**src/hdl/dd_pkg.sv**
```systemverilog
`default_nettype none

package dd_pkg;

  // Field widths fixed by the date formats.
  localparam int unsigned YearW  = 14;
  localparam int unsigned MonthW = 4;
  localparam int unsigned DayW   = 5;
  localparam int unsigned OrdW   = 22;
  localparam int unsigned DiffW  = 23;
  localparam int unsigned CentW  = 8;
  localparam int unsigned CumW   = 9;

  localparam int unsigned YearMax = 9999;

  // floor(x / 100) == (x * Div100Mul) >> Div100Shift for every x below 2**14.
  localparam int unsigned Div100Mul   = 5243;
  localparam int unsigned Div100Shift = 19;
  localparam int unsigned ProdW       = YearW + 13;

  localparam logic [MonthW-1:0] MonthFeb = 4'd2;

  typedef struct packed {
    logic s1;
    logic s2;
    logic s3;
  } stage_en_t;

  // Days in a month of a common year; 0 for a month code outside the calendar.
  function automatic logic [DayW-1:0] month_len(input logic [MonthW-1:0] m);
    logic [DayW-1:0] len;
    case (m)
      4'd1, 4'd3, 4'd5, 4'd7, 4'd8, 4'd10, 4'd12: len = 5'd31;
      4'd4, 4'd6, 4'd9, 4'd11:                    len = 5'd30;
      4'd2:                                       len = 5'd28;
      default:                                    len = 5'd0;
    endcase
    return len;
  endfunction

  // Days in the months before month m of a common year.
  function automatic logic [CumW-1:0] days_before(input logic [MonthW-1:0] m);
    logic [CumW-1:0] n;
    case (m)
      4'd2:    n = 9'd31;
      4'd3:    n = 9'd59;
      4'd4:    n = 9'd90;
      4'd5:    n = 9'd120;
      4'd6:    n = 9'd151;
      4'd7:    n = 9'd181;
      4'd8:    n = 9'd212;
      4'd9:    n = 9'd243;
      4'd10:   n = 9'd273;
      4'd11:   n = 9'd304;
      4'd12:   n = 9'd334;
      default: n = 9'd0;
    endcase
    return n;
  endfunction

endpackage

`default_nettype wire

```
**src/hdl/dd_in_if.sv**
```systemverilog
`default_nettype none

interface dd_in_if;
  logic                        valid;
  logic                        ready;
  logic [dd_pkg::YearW-1:0]    start_year;
  logic [dd_pkg::MonthW-1:0]   start_month;
  logic [dd_pkg::DayW-1:0]     start_day;
  logic [dd_pkg::YearW-1:0]    end_year;
  logic [dd_pkg::MonthW-1:0]   end_month;
  logic [dd_pkg::DayW-1:0]     end_day;
  logic                        count_end_day;

  modport source (
    output valid, start_year, start_month, start_day,
    output end_year, end_month, end_day, count_end_day,
    input  ready
  );

  modport sink (
    input  valid, start_year, start_month, start_day,
    input  end_year, end_month, end_day, count_end_day,
    output ready
  );
endinterface

`default_nettype wire

```
**src/hdl/dd_out_if.sv**
```systemverilog
`default_nettype none

interface dd_out_if;
  logic                              valid;
  logic                              ready;
  logic signed [dd_pkg::DiffW-1:0]   day_difference;
  logic                              date_error;

  modport source (
    output valid, day_difference, date_error,
    input  ready
  );

  modport sink (
    input  valid, day_difference, date_error,
    output ready
  );
endinterface

`default_nettype wire

```
**src/hdl/date_difference_days.sv**
```systemverilog
// Gregorian date difference: each request carries a start date, an end date
// (years 1 to 9999) and a count_end_day flag, and yields one result with the
// signed number of days from start to end; the end day is added to the
// magnitude before the sign when the flag is set. An invalid year, month or
// day in either date gives date_error set and a difference of 0. The block
// is a four-stage pipeline that accepts one request every cycle until a
// stall at the output has filled every stage. Each request passes through
// the stage chain (century split, year and month tables, ordinal sum,
// subtraction) into the output register. A stall at the output fills the
// empty stages first, so up to four requests are held before ready drops.
`default_nettype none

module date_difference_days (
  input  wire logic clk_i,
  input  wire logic rst_ni,
  dd_in_if.sink     req_i,
  dd_out_if.source  rsp_o
);

  // Valid bits of the three ordinal stages and of the output register.
  logic v1_q, v2_q, v3_q, vo_q;
  logic rdy1, rdy2, rdy3, rdy4;
  dd_pkg::stage_en_t en;

  // A stage loads whenever it is empty or its contents move on.
  always_comb begin
    rdy4  = !vo_q || rsp_o.ready;
    rdy3  = !v3_q || rdy4;
    rdy2  = !v2_q || rdy3;
    rdy1  = !v1_q || rdy2;
    en.s1 = rdy1;
    en.s2 = rdy2;
    en.s3 = rdy3;
  end

  assign req_i.ready = rdy1;

  always_ff @(posedge clk_i or negedge rst_ni) begin
    if (!rst_ni) begin
      v1_q <= 1'b0;
      v2_q <= 1'b0;
      v3_q <= 1'b0;
      vo_q <= 1'b0;
    end else begin
      if (rdy1) v1_q <= req_i.valid;
      if (rdy2) v2_q <= v1_q;
      if (rdy3) v3_q <= v2_q;
      if (rdy4) vo_q <= v3_q;
    end
  end

  // The end-day flag travels beside the ordinal stages.
  logic inc1_q, inc2_q, inc3_q;

  always_ff @(posedge clk_i) begin
    if (rdy1) inc1_q <= req_i.count_end_day;
    if (rdy2) inc2_q <= inc1_q;
    if (rdy3) inc3_q <= inc2_q;
  end

  logic [dd_pkg::OrdW-1:0] start_ord, end_ord;
  logic                    start_ok, end_ok;

  dd_date_ord u_start_ord (
    .clk_i     (clk_i),
    .en_i      (en),
    .year_i    (req_i.start_year),
    .month_i   (req_i.start_month),
    .day_i     (req_i.start_day),
    .ordinal_o (start_ord),
    .date_ok_o (start_ok)
  );

  dd_date_ord u_end_ord (
    .clk_i     (clk_i),
    .en_i      (en),
    .year_i    (req_i.end_year),
    .month_i   (req_i.end_month),
    .day_i     (req_i.end_day),
    .ordinal_o (end_ord),
    .date_ok_o (end_ok)
  );

  dd_diff u_diff (
    .clk_i            (clk_i),
    .en_i             (rdy4),
    .start_ord_i      (start_ord),
    .end_ord_i        (end_ord),
    .start_ok_i       (start_ok),
    .end_ok_i         (end_ok),
    .count_end_day_i  (inc3_q),
    .day_difference_o (rsp_o.day_difference),
    .date_error_o     (rsp_o.date_error)
  );

  assign rsp_o.valid = vo_q;

  // Ready drops only when every stage holds a request.
  a_full_when_not_ready : assert property (@(posedge clk_i) disable iff (!rst_ni)
    !req_i.ready |-> (v1_q && v2_q && v3_q && vo_q))
    else $error("input stalled while the pipeline has a free stage");

  // An erroneous result always carries a zero difference.
  a_error_zero : assert property (@(posedge clk_i) disable iff (!rst_ni)
    (rsp_o.valid && rsp_o.date_error) |-> (rsp_o.day_difference == '0))
    else $error("date error with nonzero difference");

  // A held last ordinal stage keeps its request until the output frees up.
  a_stage3_held : assert property (@(posedge clk_i) disable iff (!rst_ni)
    (v3_q && !rdy4) |=> (v3_q && $stable(start_ord) && $stable(end_ord)))
    else $error("stalled stage lost its request");

  // An accepted request reaches stage 1 in the next cycle.
  a_accept_fills : assert property (@(posedge clk_i) disable iff (!rst_ni)
    (req_i.valid && req_i.ready) |=> v1_q)
    else $error("accepted request did not enter the pipeline");

endmodule

`default_nettype wire

```
**src/hdl/dd_date_ord.sv**
```systemverilog
`default_nettype none

// Three-stage ordinal day number of one date, with a validity flag.
module dd_date_ord (
  input  wire logic                        clk_i,
  input  wire dd_pkg::stage_en_t           en_i,
  input  wire logic [dd_pkg::YearW-1:0]    year_i,
  input  wire logic [dd_pkg::MonthW-1:0]   month_i,
  input  wire logic [dd_pkg::DayW-1:0]     day_i,
  output logic      [dd_pkg::OrdW-1:0]     ordinal_o,
  output logic                             date_ok_o
);

  // Stage 1: previous year and centuries of both years.
  logic [dd_pkg::YearW-1:0]  y1_d, y1_q, py1_d, py1_q;
  logic [dd_pkg::CentW-1:0]  qy1_d, qy1_q, qp1_d, qp1_q;
  logic [dd_pkg::MonthW-1:0] m1_q;
  logic [dd_pkg::DayW-1:0]   d1_q;
  logic                      yok1_d, yok1_q;
  logic [dd_pkg::ProdW-1:0]  prod_y, prod_p;

  always_comb begin
    y1_d   = year_i;
    py1_d  = year_i - dd_pkg::YearW'(1);
    prod_y = dd_pkg::ProdW'(year_i) * dd_pkg::ProdW'(dd_pkg::Div100Mul);
    prod_p = dd_pkg::ProdW'(py1_d) * dd_pkg::ProdW'(dd_pkg::Div100Mul);
    qy1_d  = prod_y[dd_pkg::Div100Shift +: dd_pkg::CentW];
    qp1_d  = prod_p[dd_pkg::Div100Shift +: dd_pkg::CentW];
    yok1_d = (year_i != '0) && (year_i <= dd_pkg::YearW'(dd_pkg::YearMax));
  end

  always_ff @(posedge clk_i) begin
    if (en_i.s1) begin
      y1_q   <= y1_d;
      py1_q  <= py1_d;
      qy1_q  <= qy1_d;
      qp1_q  <= qp1_d;
      m1_q   <= month_i;
      d1_q   <= day_i;
      yok1_q <= yok1_d;
    end
  end

  // Stage 2: leap year, validity, days in whole years and whole months.
  logic [dd_pkg::YearW-1:0]  rem100;
  logic                      leap;
  logic [dd_pkg::DayW-1:0]   dim;
  logic [dd_pkg::OrdW-1:0]   yd2_d, yd2_q;
  logic [dd_pkg::CumW-1:0]   cum2_d, cum2_q;
  logic [dd_pkg::DayW-1:0]   d2_q;
  logic                      ok2_d, ok2_q;

  always_comb begin
    rem100 = y1_q - dd_pkg::YearW'(16'(qy1_q) * 16'd100);
    leap   = ((y1_q[1:0] == 2'b00) && (rem100 != '0)) ||
             ((rem100 == '0) && (qy1_q[1:0] == 2'b00));
    dim    = dd_pkg::month_len(m1_q);
    if ((m1_q == dd_pkg::MonthFeb) && leap) begin
      dim = dim + dd_pkg::DayW'(1);
    end
    ok2_d  = yok1_q && (dim != '0) && (d1_q != '0) && (d1_q <= dim);
    cum2_d = dd_pkg::days_before(m1_q) +
             dd_pkg::CumW'(leap && (m1_q > dd_pkg::MonthFeb));
    yd2_d  = dd_pkg::OrdW'(py1_q) * dd_pkg::OrdW'(365)
           + dd_pkg::OrdW'(py1_q >> 2)
           - dd_pkg::OrdW'(qp1_q)
           + dd_pkg::OrdW'(qp1_q >> 2);
  end

  always_ff @(posedge clk_i) begin
    if (en_i.s2) begin
      yd2_q  <= yd2_d;
      cum2_q <= cum2_d;
      d2_q   <= d1_q;
      ok2_q  <= ok2_d;
    end
  end

  // Stage 3: ordinal day number.
  logic [dd_pkg::OrdW-1:0] ord3_q;
  logic                    ok3_q;

  always_ff @(posedge clk_i) begin
    if (en_i.s3) begin
      ord3_q <= yd2_q + dd_pkg::OrdW'(cum2_q) + dd_pkg::OrdW'(d2_q);
      ok3_q  <= ok2_q;
    end
  end

  assign ordinal_o = ord3_q;
  assign date_ok_o = ok3_q;

endmodule

`default_nettype wire

```
**src/hdl/dd_diff.sv**
```systemverilog
`default_nettype none

// Final stage: signed difference of two ordinal day numbers.
module dd_diff (
  input  wire logic                        clk_i,
  input  wire logic                        en_i,
  input  wire logic [dd_pkg::OrdW-1:0]     start_ord_i,
  input  wire logic [dd_pkg::OrdW-1:0]     end_ord_i,
  input  wire logic                        start_ok_i,
  input  wire logic                        end_ok_i,
  input  wire logic                        count_end_day_i,
  output logic signed [dd_pkg::DiffW-1:0]  day_difference_o,
  output logic                             date_error_o
);

  logic [dd_pkg::DiffW-1:0] fwd, bwd, res_d;
  logic signed [dd_pkg::DiffW-1:0] res_q;
  logic err_d, err_q;

  always_comb begin
    fwd = dd_pkg::DiffW'(end_ord_i) - dd_pkg::DiffW'(start_ord_i)
        + dd_pkg::DiffW'(count_end_day_i);
    bwd = dd_pkg::DiffW'(start_ord_i) - dd_pkg::DiffW'(end_ord_i)
        + dd_pkg::DiffW'(count_end_day_i);
    err_d = !(start_ok_i && end_ok_i);
    if (err_d) begin
      res_d = '0;
    end else if (end_ord_i < start_ord_i) begin
      res_d = '0 - bwd;
    end else begin
      res_d = fwd;
    end
  end

  always_ff @(posedge clk_i) begin
    if (en_i) begin
      res_q <= signed'(res_d);
      err_q <= err_d;
    end
  end

  assign day_difference_o = res_q;
  assign date_error_o     = err_q;

endmodule

`default_nettype wire
```
**src/flat_wrapper.sv**
```systemverilog
// flat-port wrapper written by rule: the top's interface ports become plain ports
module date_difference_days_flat 
  (clk_i, rst_ni, req_i_valid, req_i_start_year, req_i_start_month, req_i_start_day, req_i_end_year, req_i_end_month, req_i_end_day, req_i_count_end_day, req_i_ready, rsp_o_valid, rsp_o_day_difference, rsp_o_date_error, rsp_o_ready);
  dd_in_if req_i_i ();
  dd_out_if rsp_o_i ();
  input  wire logic clk_i;
  input  wire logic rst_ni;
  input wire logic [$bits(req_i_i.valid)-1:0] req_i_valid;
  input wire logic [$bits(req_i_i.start_year)-1:0] req_i_start_year;
  input wire logic [$bits(req_i_i.start_month)-1:0] req_i_start_month;
  input wire logic [$bits(req_i_i.start_day)-1:0] req_i_start_day;
  input wire logic [$bits(req_i_i.end_year)-1:0] req_i_end_year;
  input wire logic [$bits(req_i_i.end_month)-1:0] req_i_end_month;
  input wire logic [$bits(req_i_i.end_day)-1:0] req_i_end_day;
  input wire logic [$bits(req_i_i.count_end_day)-1:0] req_i_count_end_day;
  output wire logic [$bits(req_i_i.ready)-1:0] req_i_ready;
  output wire logic [$bits(rsp_o_i.valid)-1:0] rsp_o_valid;
  output wire logic [$bits(rsp_o_i.day_difference)-1:0] rsp_o_day_difference;
  output wire logic [$bits(rsp_o_i.date_error)-1:0] rsp_o_date_error;
  input wire logic [$bits(rsp_o_i.ready)-1:0] rsp_o_ready;
  assign req_i_i.valid = req_i_valid;
  assign req_i_i.start_year = req_i_start_year;
  assign req_i_i.start_month = req_i_start_month;
  assign req_i_i.start_day = req_i_start_day;
  assign req_i_i.end_year = req_i_end_year;
  assign req_i_i.end_month = req_i_end_month;
  assign req_i_i.end_day = req_i_end_day;
  assign req_i_i.count_end_day = req_i_count_end_day;
  assign req_i_ready = req_i_i.ready;
  assign rsp_o_valid = rsp_o_i.valid;
  assign rsp_o_day_difference = rsp_o_i.day_difference;
  assign rsp_o_date_error = rsp_o_i.date_error;
  assign rsp_o_i.ready = rsp_o_ready;
  date_difference_days u_core (.clk_i(clk_i), .rst_ni(rst_ni), .req_i(req_i_i), .rsp_o(rsp_o_i));
endmodule
```
**config.mk**
```make
export PLATFORM = sky130hd
export DESIGN_NAME = date_difference_days_flat
export DESIGN_NICKNAME = d
export VERILOG_FILES = /design/src/hdl/dd_pkg.sv /design/src/hdl/dd_in_if.sv /design/src/hdl/dd_out_if.sv /design/src/hdl/date_difference_days.sv /design/src/hdl/dd_date_ord.sv /design/src/hdl/dd_diff.sv /design/src/flat_wrapper.sv
export SDC_FILE = /design/constraint.sdc
export NUM_CORES = 2
export LEC_CHECK = 0
export ABC_AREA = 0
export BUFFER_PORTS_ARGS = -buffer_cell sky130_fd_sc_hd__buf_2
export CAP_MARGIN = 0
export CORE_MARGIN = 4
export CORE_UTILIZATION = 45
export DETAILED_ROUTE_END_ITERATION = 12
export PLACE_DENSITY_LB_ADDON = 0.12
export SLEW_MARGIN = 0
export SYNTH_ARGS = -nofsm -noshare
export SYNTH_HDL_FRONTEND = slang
export SYNTH_SLANG_ARGS = --single-unit
export TNS_END_PERCENT = 5
```
**constraint.sdc**
```tcl
create_clock -name clk_i -period 6.9 [get_ports clk_i]
set_input_delay 0.69 -clock clk_i [delete_from_list [all_inputs] [get_ports clk_i]]
set_output_delay 0.69 -clock clk_i [all_outputs]
set_load 0.1 [all_outputs]
```
==> metrics.md <==
| Metric | Value |
|---|---|
| Inserted Diodes | 0 |
| H-tree depth | 2 |
| Overflow after GRT | 0 |
| Post-CTS sizing | 0 |
| Synth-to-layout area growth | 9.05% |
| Die H | 300 um |
| Largest net degree at the start of global routing | 76 |
| Initial antenna violation count | 2 |
| Finished Cell Area | 41800 um2 |
| EDFF count, synth | 255 |
| Mapped Nets | 4979 |
| Area of the multi-input gates | 26600 um2 |
| Register clock-pin slew on the reported worst setup and hold paths | 0.06 ns |
| CTS Buf Count | 36 |
| Die width | 300 um |
| Post-CTS Setup Bufs | 0 |
| Syn Std Cell Area | 38400 um2 |
| Die ar. | 90000 um2 |
| Clock Tree Root | clkbuf_16 |
| Reg2reg setup slack | 0.73 ns |
| Initial Util | 0.456 |
| Count of cell types in the netlist | 83 |
| Critical Path End Type | register |
| First-pass GRT wire length | 135 mm |
| WP data arrival | 6.56 ns |
| Clk sinks | 283 |
| Post-route ant nets | 0 |
| Slew HR | 0.338 |
| Fin crit share | 0.905 |
| All-layer global routing usage | 0.188 |
| Number of detailed-route iterations in the first pass | 5 |
| Final GP Congestion | 0.871 |
| Maxcap violations | 0 |
| Setup TNS | 0 ns |
| Post-DR vias/cell | 4.87 |
| Core area | 84100 um2 |
| RSZ-0062 raised after global routing | false |
| Synthesized area per cell | 10.4 um2 |
| Post-DP HPWL | 71.2 mm |
| Tmin final | 6.24 ns |
| Fill cell count | 7873 |
| Layout cell share with drive strength beyond 1 | 0.0575 |
| Vias in the first global route | 25500 |
| Layout net count | 5157 |
| Post-synthesis cell count | 3680 |
| WL/cell | 16.3 um |
| Max Clk Rate | 160 MHz |
| Critical path class | in2reg |
| Worst skew pair latency | 0.57 ns |
| PortBufs | 76 |
| Slew @ Worst Pin | 0.994 ns |
| Commonest non-fill, non-tap cells in the layout | 933 x inv_1, 809 x ha_1, 439 x fa_1, 255 x edfxtp_1, 146 x xnor2_1 |
| Via count | 24400 |
| Ys flop type | edfxtp_1 |
| Register area | 8240 um2 |
| Initial DRC Count | 936 |
| Worst endpoint required time | 7.21 ns |
| Sequential fraction of the synthesis area | 0.215 |
| Worst Skew | 0.0440 ns |
| Bufs on Longest Clock Path | 3 |
| Worst min-delay path category | in2reg |
| Commonest non-fill, non-tap cell in the layout | inv_1 |
| Status | completed |
| Synth Warn # | 0 |
| I/O pins | 77 |
| Synth Register Bits | 283 |
| CTS tree | yes |
| Worst-path fanout max | 4 |
| Crit path launch type | input port |
| Endpoints failing hold | 0 |
| Core Rows | 106 |
| Final setup violation count | 0 |
| Post-synth ARST share | 0.0141 |
| Final-report max-slew violation count | 0 |
| Dpl cell area | 40700 um2 |
| Residual DRC count | 0 |
| Total Wirelength | 81.9 mm |
## state kept, by name, summed over array words and instances (netlist names), 4 cells and up, named ones only
register                        cells
u_core.u_end_ord.d1_q               5
u_core.u_end_ord.m1_q               4
u_core.u_start_ord.py1_q           14
u_core.u_start_ord.m1_q             4
u_core.u_end_ord.qy1_q              8
u_core.u_start_ord.d2_q             5
u_core.u_end_ord.yd2_q             22
u_core.u_start_ord.d1_q             5
u_core.u_start_ord.cum2_q           9
u_core.u_end_ord.d2_q               5
u_core.u_end_ord.ordinal_o         22
u_core.u_start_ord.ordinal_o       22
u_core.u_end_ord.py1_q             14
u_core.u_diff.day_difference_o     23
u_core.u_end_ord.qp1_q              8
u_core.u_start_ord.yd2_q           22
u_core.u_end_ord.cum2_q             9
u_core.u_start_ord.qy1_q            8
u_core.u_end_ord.y1_q              14
u_core.u_start_ord.qp1_q            8
u_core.u_start_ord.y1_q            14
## cell families (layout without fill, tap and decap cells)
kind of cell | after synthesis | after routing | synth area share
buffers and inverters | 947 | 1147 | 0.0929
flip-flops | 283 | 283 | 0.215
AO/OA/AOI/OAI | 461 | 461 | 0.0792
adder cells (fa/ha/maj) | 1248 | 1248 | 0.493
multiplexers | 24 | 24 | 0.00639
XOR/XNOR | 211 | 211 | 0.0489
AND/OR/NAND/NOR | 506 | 506 | 0.0647
## synth_stat cells, types with 6 or more instances
cell type,number,share of area
inv_1,933,0.091
ha_1,809,0.26
fa_1,439,0.23
edfxtp_1,255,0.20
xnor2_1,146,0.033
a21oi_1,128,0.017
nand2_1,125,0.012
nor2_1,117,0.011
o21ai_0,81,0.011
nand3_1,66,0.0086
xor2_1,63,0.014
nor3_1,46,0.0060
a21o_1,36,0.0070
a211oi_1,30,0.0059
nand2b_1,29,0.0047
nor2b_1,26,0.0042
dfxtp_1,24,0.013
nand4_1,23,0.0038
o21a_1,21,0.0041
mux2i_1,20,0.0052
a21boi_0,19,0.0037
a31oi_1,18,0.0029
o211ai_1,17,0.0033
and3_1,16,0.0026
o21bai_1,15,0.0029
and2_1,14,0.0023
o22ai_1,13,0.0021
o2111ai_1,10,0.0023
clkbuf_1,7,0.00069
or2_2,7,0.0011
or3_1,7,0.0011
o31a_1,6,0.0014
o31ai_1,6,0.0012
## what timing repair did
item | 4_1_cts | 5_1_grt
hold buffers | 1 | 0
setup endpoints to repair | 0 | 0
hold endpoints to repair | 4 | 0
## routing by layer
| metal | GRT usage | wire length [um] | up-vias |
|---|---|---|---|
| met4 | 0.0391 | 1620 | 2 |
| met1 | 0.260 | 39100 | 11700 |
| met5 | 0 | 20 | - |
| met3 | 0.0222 | 2070 | 81 |
| li1 | - | - | 12400 |
| met2 | 0.321 | 39100 | 225 |
## metrics by stage
step	util	hold WS, ns	setup slack, ns	instances
finish	0.497	0.306	0.656	5014
global route	0.497	0.276	0.168	5014
CTS	0.497	0.259	0.681	5014
detailed placement	0.484	0.426	0.0551	4953
global placement	0.484	0.406	0.149	4953
floorplan	-	0.394	0.105	3680
## final timing paths
kind / start / end / depth (start not counted)
hold reg to reg: u_core.inc1_q$_DFFE_PN_ / u_core.inc2_q$_DFFE_PP_ / 0
setup / recovery: req_i_start_year[2] / u_core.u_start_ord.qp1_q[7]$_DFFE_PN_ / 26
max in group asynchronous: rst_ni / u_core.v2_q$_DFFE_PN0P_ / 2
hold / removal: req_i_start_day[0] / u_core.u_start_ord.d1_q[0]$_DFFE_PN_ / 1
min in group asynchronous: rst_ni / u_core.v1_q$_DFFE_PN0N_ / 2
setup reg to reg: u_core.u_end_ord.qy1_q[2]$_DFFE_PN_ / u_core.u_end_ord.ok2_q$_DFFE_PP_ / 24
## worst max-delay path: stages
cell and delay [ns]:
buf_2 0.12, inv_1 0.14, ha_1 0.16, a21boi_0 0.24, nand3_1 0.16, a21boi_0 0.25, buf_4 0.15, xnor2_1 0.16
inv_1 0.11, buf_4 0.17, ha_1 0.33, fa_1 0.45, fa_1 0.49, inv_1 0.05, fa_1 0.46, fa_1 0.55
inv_1 0.05, ha_1 0.29, nand2_1 0.06, a21oi_1 0.10, o21ai_0 0.15, a221oi_1 0.53, nor2_1 0.14, o2111ai_1 0.27
a31oi_1 0.14, xnor2_1 0.14
## final cells by class
cell class / instances / area share
multi-input cells: 2450 / 0.635
well taps: 1134 / 0.0339
repair buffers: 152 / 0.0228
inverters: 935 / 0.0839
flip-flops and latches: 283 / 0.197
clock inverters: 17 / 0.00452
clock buffers: 43 / 0.0227
Power is not shown: default switching activity piles up to over one toggle a cycle in this logic, so the estimate is an artifact.
